<file path="config.mk">
export PLATFORM = sky130hd
export DESIGN_NAME = sorted_priority_queue_flat
export DESIGN_NICKNAME = d
export VERILOG_FILES = /design/src/rtl/spq_pkg.sv /design/src/rtl/spq_if.sv /design/src/rtl/spq_cell.sv /design/src/rtl/spq_csr.sv /design/src/rtl/sorted_priority_queue.sv /design/src/flat_wrapper.sv
export SDC_FILE = /design/constraint.sdc
export NUM_CORES = 1
export LEC_CHECK = 0
export BUFFER_PORTS_ARGS = -buffer_cell sky130_fd_sc_hd__buf_2
export CAP_MARGIN = 20
export CORE_ASPECT_RATIO = 1.25
export CORE_MARGIN = 2
export CORE_UTILIZATION = 61
export CTS_BUF_LIST = sky130_fd_sc_hd__clkbuf_4 sky130_fd_sc_hd__clkbuf_8
export CTS_CLUSTER_SIZE = 14
export DETAILED_ROUTE_END_ITERATION = 10
export GPL_TIMING_DRIVEN = 0
export PLACE_DENSITY = 0.77
export SYNTH_ARGS = -nofsm -noshare
export SYNTH_HDL_FRONTEND = slang
export SYNTH_HIERARCHICAL = 1
export SYNTH_SLANG_ARGS = --single-unit
</file>
<file path="constraint.sdc">
create_clock -name clock -period 5.2 [get_ports clock]
set_clock_uncertainty 0.05 [all_clocks]
set_input_delay 0.26 -clock clock [delete_from_list [all_inputs] [get_ports clock]]
set_output_delay 0.26 -clock clock [all_outputs]
set_load 0.1 [all_outputs]
</file>
<file path="src/rtl/spq_pkg.sv">
// ----------------------------------------------------------------------------
// Sorted priority queue package
// Shared sizes, entry and control types for the sorted priority queue.
// ----------------------------------------------------------------------------
package spq_pkg;

   localparam int DEPTH      = 16;
   localparam int KEY_BITS   = 16;
   localparam int TAG_BITS   = 16;
   localparam int CNT_BITS   = $clog2(DEPTH + 1);
   localparam int CAP_BITS   = 5;
   localparam int COUNT_BITS = 5;
   localparam int ADDR_BITS  = 3;
   localparam int DATA_BITS  = 32;

   localparam logic [CAP_BITS-1:0]  CAP_RESET    = CAP_BITS'(16);
   localparam logic [ADDR_BITS-3:0] REG_CAPACITY = '0;

   typedef enum logic {
      OP_ENQUEUE = 1'b0,
      OP_DEQUEUE = 1'b1
   } opcode_type;

   typedef struct packed {
      logic [KEY_BITS-1:0] key;
      logic [TAG_BITS-1:0] tag;
   } entry_type;

   typedef struct packed {
      logic      enq;
      logic      deq;
      entry_type item;
   } ctrl_type;

endpackage

</file>
<file path="src/rtl/spq_if.sv">
// ----------------------------------------------------------------------------
// Sorted priority queue channels
// Request and response channel interfaces with valid and ready handshake.
// ----------------------------------------------------------------------------
interface spq_req_if;
   import spq_pkg::*;

   logic                valid;
   logic                ready;
   logic                opcode;
   logic [KEY_BITS-1:0] priority_req;
   logic [TAG_BITS-1:0] tag;

   modport source (output valid, output opcode, output priority_req, output tag,
                   input ready);
   modport sink   (input valid, input opcode, input priority_req, input tag,
                   output ready);
endinterface

interface spq_rsp_if;
   import spq_pkg::*;

   logic                  valid;
   logic                  ready;
   logic                  out_valid;
   logic [KEY_BITS-1:0]   out_priority;
   logic [TAG_BITS-1:0]   out_tag;
   logic                  rejected;
   logic [COUNT_BITS-1:0] entry_count;
   logic                  is_empty;
   logic                  is_full;

   modport source (output valid, output out_valid, output out_priority,
                   output out_tag, output rejected, output entry_count,
                   output is_empty, output is_full, input ready);
   modport sink   (input valid, input out_valid, input out_priority,
                   input out_tag, input rejected, input entry_count,
                   input is_empty, input is_full, output ready);
endinterface

</file>
<file path="src/rtl/spq_cell.sv">
// ----------------------------------------------------------------------------
// Sorted priority queue cell
// One slot of the sorted chain: compares, holds, or takes the new item or a neighbor's entry.
// ----------------------------------------------------------------------------
module spq_cell
   import spq_pkg::*;
(
   input  logic      clock,
   input  ctrl_type  ctrl,
   input  logic      occupied,
   input  logic      prev_ge,
   input  entry_type left_entry,
   input  entry_type right_entry,
   output entry_type entry,
   output logic      ge
);

   entry_type entry_ff;
   entry_type entry_in;

   assign ge    = occupied && (entry_ff.key >= ctrl.item.key);
   assign entry = entry_ff;

   always_comb begin
      entry_in = entry_ff;
      if (ctrl.enq && !ge) begin
         entry_in = prev_ge ? ctrl.item : left_entry;
      end else if (ctrl.deq) begin
         entry_in = right_entry;
      end
   end

   always_ff @(posedge clock) begin
      entry_ff <= entry_in;
   end

endmodule

</file>
<file path="src/rtl/spq_csr.sv">
// ----------------------------------------------------------------------------
// Sorted priority queue register port
// APB-style access to the capacity register.
// ----------------------------------------------------------------------------
module spq_csr
   import spq_pkg::*;
(
   input  logic                 clock,
   input  logic                 reset,
   input  logic                 csr_psel,
   input  logic                 csr_penable,
   input  logic                 csr_pwrite,
   input  logic [ADDR_BITS-1:0] csr_paddr,
   input  logic [DATA_BITS-1:0] csr_pwdata,
   output logic [DATA_BITS-1:0] csr_prdata,
   output logic                 csr_pready,
   output logic [CAP_BITS-1:0]  capacity
);

   logic [CAP_BITS-1:0] capacity_ff;
   logic [CAP_BITS-1:0] capacity_in;
   logic                hit;

   assign hit        = (csr_paddr[ADDR_BITS-1:2] == REG_CAPACITY);
   assign csr_pready = 1'b1;
   assign csr_prdata = hit ? DATA_BITS'(capacity_ff) : '0;
   assign capacity   = capacity_ff;

   always_comb begin
      capacity_in = capacity_ff;
      if (csr_psel && csr_penable && csr_pwrite && hit) begin
         capacity_in = csr_pwdata[CAP_BITS-1:0];
      end
   end

   always_ff @(posedge clock) begin
      if (reset) begin
         capacity_ff <= CAP_RESET;
      end else begin
         capacity_ff <= capacity_in;
      end
   end

endmodule

</file>
<file path="src/rtl/sorted_priority_queue.sv">
// ----------------------------------------------------------------------------
// Sorted priority queue
// Bounded queue kept in descending priority order by a chain of cells.
// ----------------------------------------------------------------------------
// Every cell compares its entry with an incoming key in the same cycle, so
// the queue takes one enqueue or dequeue transfer per clock cycle and
// answers it in the following cycle from the response register. A new
// transfer is taken while the response register is empty or being drained.
module sorted_priority_queue
   import spq_pkg::*;
(
   input  logic                 clock,
   input  logic                 reset,
   spq_req_if.sink              req_chan,
   spq_rsp_if.source            rsp_chan,
   input  logic                 csr_psel,
   input  logic                 csr_penable,
   input  logic                 csr_pwrite,
   input  logic [ADDR_BITS-1:0] csr_paddr,
   input  logic [DATA_BITS-1:0] csr_pwdata,
   output logic [DATA_BITS-1:0] csr_prdata,
   output logic                 csr_pready
);

   logic [CAP_BITS-1:0] capacity;
   logic [CNT_BITS-1:0] eff_cap;
   logic [CNT_BITS-1:0] held_ff;
   logic [CNT_BITS-1:0] held_in;
   logic                accept;
   logic                is_deq;
   logic                reject;
   ctrl_type            ctrl;
   entry_type           cell_entry [DEPTH];
   logic                cell_ge    [DEPTH];

   logic                  rsp_valid_ff,   rsp_valid_in;
   logic                  out_valid_ff,   out_valid_in;
   entry_type             out_entry_ff,   out_entry_in;
   logic                  rejected_ff,    rejected_in;
   logic [COUNT_BITS-1:0] count_ff,       count_in;
   logic                  empty_ff,       empty_in;
   logic                  full_ff,        full_in;

   spq_csr u_csr (
      .clock       (clock),
      .reset       (reset),
      .csr_psel    (csr_psel),
      .csr_penable (csr_penable),
      .csr_pwrite  (csr_pwrite),
      .csr_paddr   (csr_paddr),
      .csr_pwdata  (csr_pwdata),
      .csr_prdata  (csr_prdata),
      .csr_pready  (csr_pready),
      .capacity    (capacity)
   );

   always_comb begin
      if (capacity == '0) begin
         eff_cap = CNT_BITS'(1);
      end else if (32'(capacity) > DEPTH) begin
         eff_cap = CNT_BITS'(DEPTH);
      end else begin
         eff_cap = CNT_BITS'(capacity);
      end
   end

   assign req_chan.ready = !rsp_valid_ff || rsp_chan.ready;
   assign accept         = req_chan.valid && req_chan.ready;
   assign is_deq         = (opcode_type'(req_chan.opcode) == OP_DEQUEUE);
   assign reject         = is_deq ? (held_ff == '0) : (held_ff >= eff_cap);

   assign ctrl.enq       = accept && !is_deq && !reject;
   assign ctrl.deq       = accept && is_deq && !reject;
   assign ctrl.item.key  = req_chan.priority_req;
   assign ctrl.item.tag  = req_chan.tag;

   for (genvar i = 0; i < DEPTH; i++) begin : g_cell
      entry_type left_entry;
      entry_type right_entry;
      logic      prev_ge;

      if (i == 0) begin : g_head
         assign left_entry = ctrl.item;
         assign prev_ge    = 1'b1;
      end else begin : g_body
         assign left_entry = cell_entry[i-1];
         assign prev_ge    = cell_ge[i-1];
      end

      if (i == DEPTH - 1) begin : g_tail
         assign right_entry = cell_entry[i];
      end else begin : g_inner
         assign right_entry = cell_entry[i+1];
      end

      spq_cell u_cell (
         .clock       (clock),
         .ctrl        (ctrl),
         .occupied    (CNT_BITS'(i) < held_ff),
         .prev_ge     (prev_ge),
         .left_entry  (left_entry),
         .right_entry (right_entry),
         .entry       (cell_entry[i]),
         .ge          (cell_ge[i])
      );
   end

   always_comb begin
      held_in = held_ff;
      if (ctrl.enq) begin
         held_in = held_ff + CNT_BITS'(1);
      end else if (ctrl.deq) begin
         held_in = held_ff - CNT_BITS'(1);
      end
   end

   always_comb begin
      rsp_valid_in = rsp_valid_ff;
      out_valid_in = out_valid_ff;
      out_entry_in = out_entry_ff;
      rejected_in  = rejected_ff;
      count_in     = count_ff;
      empty_in     = empty_ff;
      full_in      = full_ff;
      if (rsp_chan.ready) begin
         rsp_valid_in = 1'b0;
      end
      if (accept) begin
         rsp_valid_in = 1'b1;
         out_valid_in = ctrl.deq;
         out_entry_in = ctrl.deq ? cell_entry[0] : '0;
         rejected_in  = reject;
         count_in     = COUNT_BITS'(held_in);
         empty_in     = (held_in == '0);
         full_in      = (held_in >= eff_cap);
      end
   end

   always_ff @(posedge clock) begin
      if (reset) begin
         held_ff      <= '0;
         rsp_valid_ff <= 1'b0;
      end else begin
         held_ff      <= held_in;
         rsp_valid_ff <= rsp_valid_in;
      end
   end

   always_ff @(posedge clock) begin
      out_valid_ff <= out_valid_in;
      out_entry_ff <= out_entry_in;
      rejected_ff  <= rejected_in;
      count_ff     <= count_in;
      empty_ff     <= empty_in;
      full_ff      <= full_in;
   end

   assign rsp_chan.valid        = rsp_valid_ff;
   assign rsp_chan.out_valid    = out_valid_ff;
   assign rsp_chan.out_priority = out_entry_ff.key;
   assign rsp_chan.out_tag      = out_entry_ff.tag;
   assign rsp_chan.rejected     = rejected_ff;
   assign rsp_chan.entry_count  = count_ff;
   assign rsp_chan.is_empty     = empty_ff;
   assign rsp_chan.is_full      = full_ff;

   a_held_bound: assert property (@(posedge clock) disable iff (reset)
      32'(held_ff) <= DEPTH)
      else $error("Held count exceeds the chain depth.");

   a_deq_count: assert property (@(posedge clock) disable iff (reset)
      ctrl.deq |=> held_ff == $past(held_ff) - CNT_BITS'(1))
      else $error("Dequeue did not lower the held count by one.");

   a_result_excl: assert property (@(posedge clock) disable iff (reset)
      rsp_valid_ff |-> !(out_valid_ff && rejected_ff))
      else $error("Response both returns an entry and reports a rejection.");

   a_enq_order: assert property (@(posedge clock) disable iff (reset)
      (ctrl.enq && held_ff != '0 && !cell_ge[0]) |=>
         cell_entry[0].key == $past(req_chan.priority_req))
      else $error("Higher priority enqueue did not reach the head cell.");

endmodule
</file>
<file path="src/flat_wrapper.sv">
// flat-port wrapper written by rule: the top's interface ports become plain ports
module sorted_priority_queue_flat import spq_pkg::*;
  (clock, reset, csr_psel, csr_penable, csr_pwrite, csr_paddr, csr_pwdata, csr_prdata, csr_pready, req_chan_valid, req_chan_opcode, req_chan_priority_req, req_chan_tag, req_chan_ready, rsp_chan_valid, rsp_chan_out_valid, rsp_chan_out_priority, rsp_chan_out_tag, rsp_chan_rejected, rsp_chan_entry_count, rsp_chan_is_empty, rsp_chan_is_full, rsp_chan_ready);
  spq_req_if req_chan_i ();
  spq_rsp_if rsp_chan_i ();
  input  logic clock;
  input  logic reset;
  input  logic csr_psel;
  input  logic csr_penable;
  input  logic csr_pwrite;
  input  logic [ADDR_BITS-1:0] csr_paddr;
  input  logic [DATA_BITS-1:0] csr_pwdata;
  output logic [DATA_BITS-1:0] csr_prdata;
  output logic csr_pready;
  input wire logic [$bits(req_chan_i.valid)-1:0] req_chan_valid;
  input wire logic [$bits(req_chan_i.opcode)-1:0] req_chan_opcode;
  input wire logic [$bits(req_chan_i.priority_req)-1:0] req_chan_priority_req;
  input wire logic [$bits(req_chan_i.tag)-1:0] req_chan_tag;
  output wire logic [$bits(req_chan_i.ready)-1:0] req_chan_ready;
  output wire logic [$bits(rsp_chan_i.valid)-1:0] rsp_chan_valid;
  output wire logic [$bits(rsp_chan_i.out_valid)-1:0] rsp_chan_out_valid;
  output wire logic [$bits(rsp_chan_i.out_priority)-1:0] rsp_chan_out_priority;
  output wire logic [$bits(rsp_chan_i.out_tag)-1:0] rsp_chan_out_tag;
  output wire logic [$bits(rsp_chan_i.rejected)-1:0] rsp_chan_rejected;
  output wire logic [$bits(rsp_chan_i.entry_count)-1:0] rsp_chan_entry_count;
  output wire logic [$bits(rsp_chan_i.is_empty)-1:0] rsp_chan_is_empty;
  output wire logic [$bits(rsp_chan_i.is_full)-1:0] rsp_chan_is_full;
  input wire logic [$bits(rsp_chan_i.ready)-1:0] rsp_chan_ready;
  assign req_chan_i.valid = req_chan_valid;
  assign req_chan_i.opcode = req_chan_opcode;
  assign req_chan_i.priority_req = req_chan_priority_req;
  assign req_chan_i.tag = req_chan_tag;
  assign req_chan_ready = req_chan_i.ready;
  assign rsp_chan_valid = rsp_chan_i.valid;
  assign rsp_chan_out_valid = rsp_chan_i.out_valid;
  assign rsp_chan_out_priority = rsp_chan_i.out_priority;
  assign rsp_chan_out_tag = rsp_chan_i.out_tag;
  assign rsp_chan_rejected = rsp_chan_i.rejected;
  assign rsp_chan_entry_count = rsp_chan_i.entry_count;
  assign rsp_chan_is_empty = rsp_chan_i.is_empty;
  assign rsp_chan_is_full = rsp_chan_i.is_full;
  assign rsp_chan_i.ready = rsp_chan_ready;
  sorted_priority_queue u_core (.clock(clock), .reset(reset), .req_chan(req_chan_i), .rsp_chan(rsp_chan_i), .csr_psel(csr_psel), .csr_penable(csr_penable), .csr_pwrite(csr_pwrite), .csr_paddr(csr_paddr), .csr_pwdata(csr_pwdata), .csr_prdata(csr_prdata), .csr_pready(csr_pready));
endmodule
</file>
==> impl_metrics.py <==
metrics = {
    "run_status": {
        "status": "completed",
    },
    "critical_path": {
        "cp.arrival_ns": 5.05,
        "worst_setup_path_start_kind": "flip-flop",
        "path_cells": "buf_2, inv_1, ha_1, nor2b_1, o21ai_1, a31oi_1, and2_4, o211ai_1, nor4_1, a32oi_4, buf_12, nand2b_2",
        "path_max_fanout": 32,
        "cpPeakStageDelay_ns": 0.64,
        "required_ns": 5.45,
        "worstSetupPathType": "flip-flop to flip-flop",
        "r2r_slack_ns": 0.40,
        "reg2reg_depth": 12,
        "end_kind": "flip-flop",
        "critPathSlowestCell": "a31oi_1",
        "timing.rr.end": "u_core/g_cell[0].u_cell/entry[10]",
        "r2r-start": "u_core/held_ff[0]",
    },
    "final_layout": {
        "drive_gt1_share_pct": 45.3,
        "design_area_um2": 43600,
        "nFillCells": 4544,
        "final_cell_mix": "mux2_2, edfxtp_1, mux2_4",
        "fin_nets": 3448,
        "final_common_cell": "mux2_2",
        "syn_to_final_growth_pct": 8.99,
        "utilization_pct": 67.4,
    },
    "clock_tree": {
        "clock_sinks": 564,
        "cts_tree": "built",
        "clkLatencyLatePin_ns": 0.70,
        "ctsHtreeMaxLevel": 3,
        "path_clk_slew_ns": 0.06,
        "max-clock-path-buffers": 3,
        "post_cts_buffers": 0,
        "cts_root_buffer": "clkbuf_8",
        "cts-buffers-inserted": 91,
    },
    "floorplan": {
        "start_util_pct": 61.8,
        "io_pins": 151,
        "core_um2": 64700,
        "die_h_um": 290,
        "rows": 104,
        "die_area_um2": 67600,
        "dieWidth_um": 233,
    },
    "power": {
        "power_mw": 16.0,
        "p_leak_nw": 18.5,
        "irDropWorstVdd_mv": 0.195,
        "power_density_nw_per_um2": 367,
    },
    "hold_path": {
        "hold_start": "csr_penable",
        "worstHoldEndpoint": "u_core/u_csr/capacity[2]",
        "hold_path_depth": 4,
        "min_path_type": "input port to flip-flop",
    },
    "drt": {
        "post_drt_via_cell_ratio": 5.74,
        "drc": 0,
        "wl_per_cell_um": 20.7,
        "drt-total-wl_um": 83500,
        "ant_nets": 0,
        "via_count": 23133,
        "drt_iter0_markers": 1142,
        "first_pass_iters": 5,
    },
    "logic_synthesis": {
        "syn_inst": 2877,
        "netlist_area_um2": 40000,
        "synth-warning-count": 6,
        "postSynthAreaPerCell_um2": 13.9,
    },
    "timing": {
        "period_share_pct": 92.3,
        "fin_setup_tns_ns": 0,
        "finalSetupViolations": 0,
        "slew_violations": 0,
        "maxSlewHeadroom_pct": 37.9,
        "hold_violations": 0,
        "tightestPinTransition_ns": 0.931,
        "fin_crit_ns": 4.80,
        "fmax_ghz": 0.208,
        "rsz0062_at_grt": "false",
    },
    "global_route": {
        "grt_pass1_vias": 25162,
        "grt_max_degree": 43,
        "antenna_found_initial": 4,
        "grt_pass1_wl_um": 133000,
        "grt_overflow": 0,
        "grt_use_total_pct": 24.6,
    },
    "placement": {
        "placed_area_um2": 41600,
        "gp_congestion": 0.855,
        "port_buffers": 93,
        "hpwl_um": 65700,
    },
    "run": {
        "maxCapViolations": 0,
    },
}
[per-layer routing]
metal | GRT usage [%] | vias up | share of wire, % | wire (um)
li1 | - | 11198 | - | -
met1 | 28.4 | 11332 | 41 | 33900
met2 | 44.9 | 432 | 52 | 43600
met3 | 3.22 | 171 | 3.0 | 2470
met4 | 11.0 | 0 | 4.2 | 3510
met5 | 0 | - | 0 | 0
[how the worst max path moves through the flow]
| stage | startpoint | to | slack, ns |
|---|---|---|---|
| 3_3_place_gp | u_core/held_ff[0] | u_core/g_cell[15].u_cell/entry[3] | -0.08 |
| 3_5_place_dp | u_core/held_ff[0] | u_core/g_cell[10].u_cell/entry[6] | 0.29 |
| 5_1_grt | u_core/held_ff[0] | u_core/g_cell[14].u_cell/entry[0] | 0.15 |
| 4_1_cts | u_core/held_ff[0] | u_core/g_cell[10].u_cell/entry[13] | 0.26 |
| 2_1_floorplan | u_core/rsp_chan.valid | u_core/g_cell[0].u_cell/entry[0] | 0.69 |
| 6_report | u_core/held_ff[0] | u_core/g_cell[0].u_cell/entry[10] | 0.40 |
[state kept, by name (all words and copies together), names as in the netlist]
signal                        count
u_core/g_cell.u_cell/entry      512
u_core/rsp_chan.out_priority     16
u_core/rsp_chan.out_tag          16
u_core/held_ff                    5
u_core/rsp_chan.entry_count       5
u_core/u_csr/capacity             5
u_core/rsp_chan.is_empty          1
u_core/rsp_chan.is_full           1
u_core/rsp_chan.out_valid         1
u_core/rsp_chan.rejected          1
u_core/rsp_chan.valid             1
[stage by stage]
stage / hold slack (ns) / cells / setup slack, ns
4_1_cts: 0.0164 / 4023 / 0.265
3_3_place_gp: 0.435 / 3844 / -0.0757
3_5_place_dp: 0.459 / 3844 / 0.286
6_report: 0.0699 / 4029 / 0.401
2_1_floorplan: 0.279 / 2903 / 0.691
5_1_grt: 0.0535 / 4029 / 0.150
[power breakdown]
part,leakage [nW],switching [mW],internal (mW)
logic,12.1,2.45,2.89
registers,5.38,0.569,6.32
clock network,0.931,1.82,1.96
total,18.5,4.84,11.2
[cell type report]
cell class                 instances  area, um^2  area share (%)
multi-input combinational       1908       20800            47.7
sequential                       564       16800            38.6
clock buffer                     124        1530            3.50
buffer                           149        1440            3.30
inverter                         283        1060            2.44
tap                              848        1060            2.44
timing repair buffer             107         611            1.40
clock inverter                    42         240           0.551
antenna                            4        10.0          0.0230
[what timing repair did]
action	4_1_cts	5_1_grt
hold endpoints to repair	12	0
hold buffers	13	0
gates resized for setup	0	0
setup endpoints to repair	0	49
[worst max-delay path: cells and delay by family, from the launching register on]
family          cells  cell delay [ns]
simple gates        4             1.64
compound gates      4             1.21
buf+inv             3             0.75
flops               1             0.36
fa+ha+maj           1             0.33
Power figures use the tool's default switching activity.
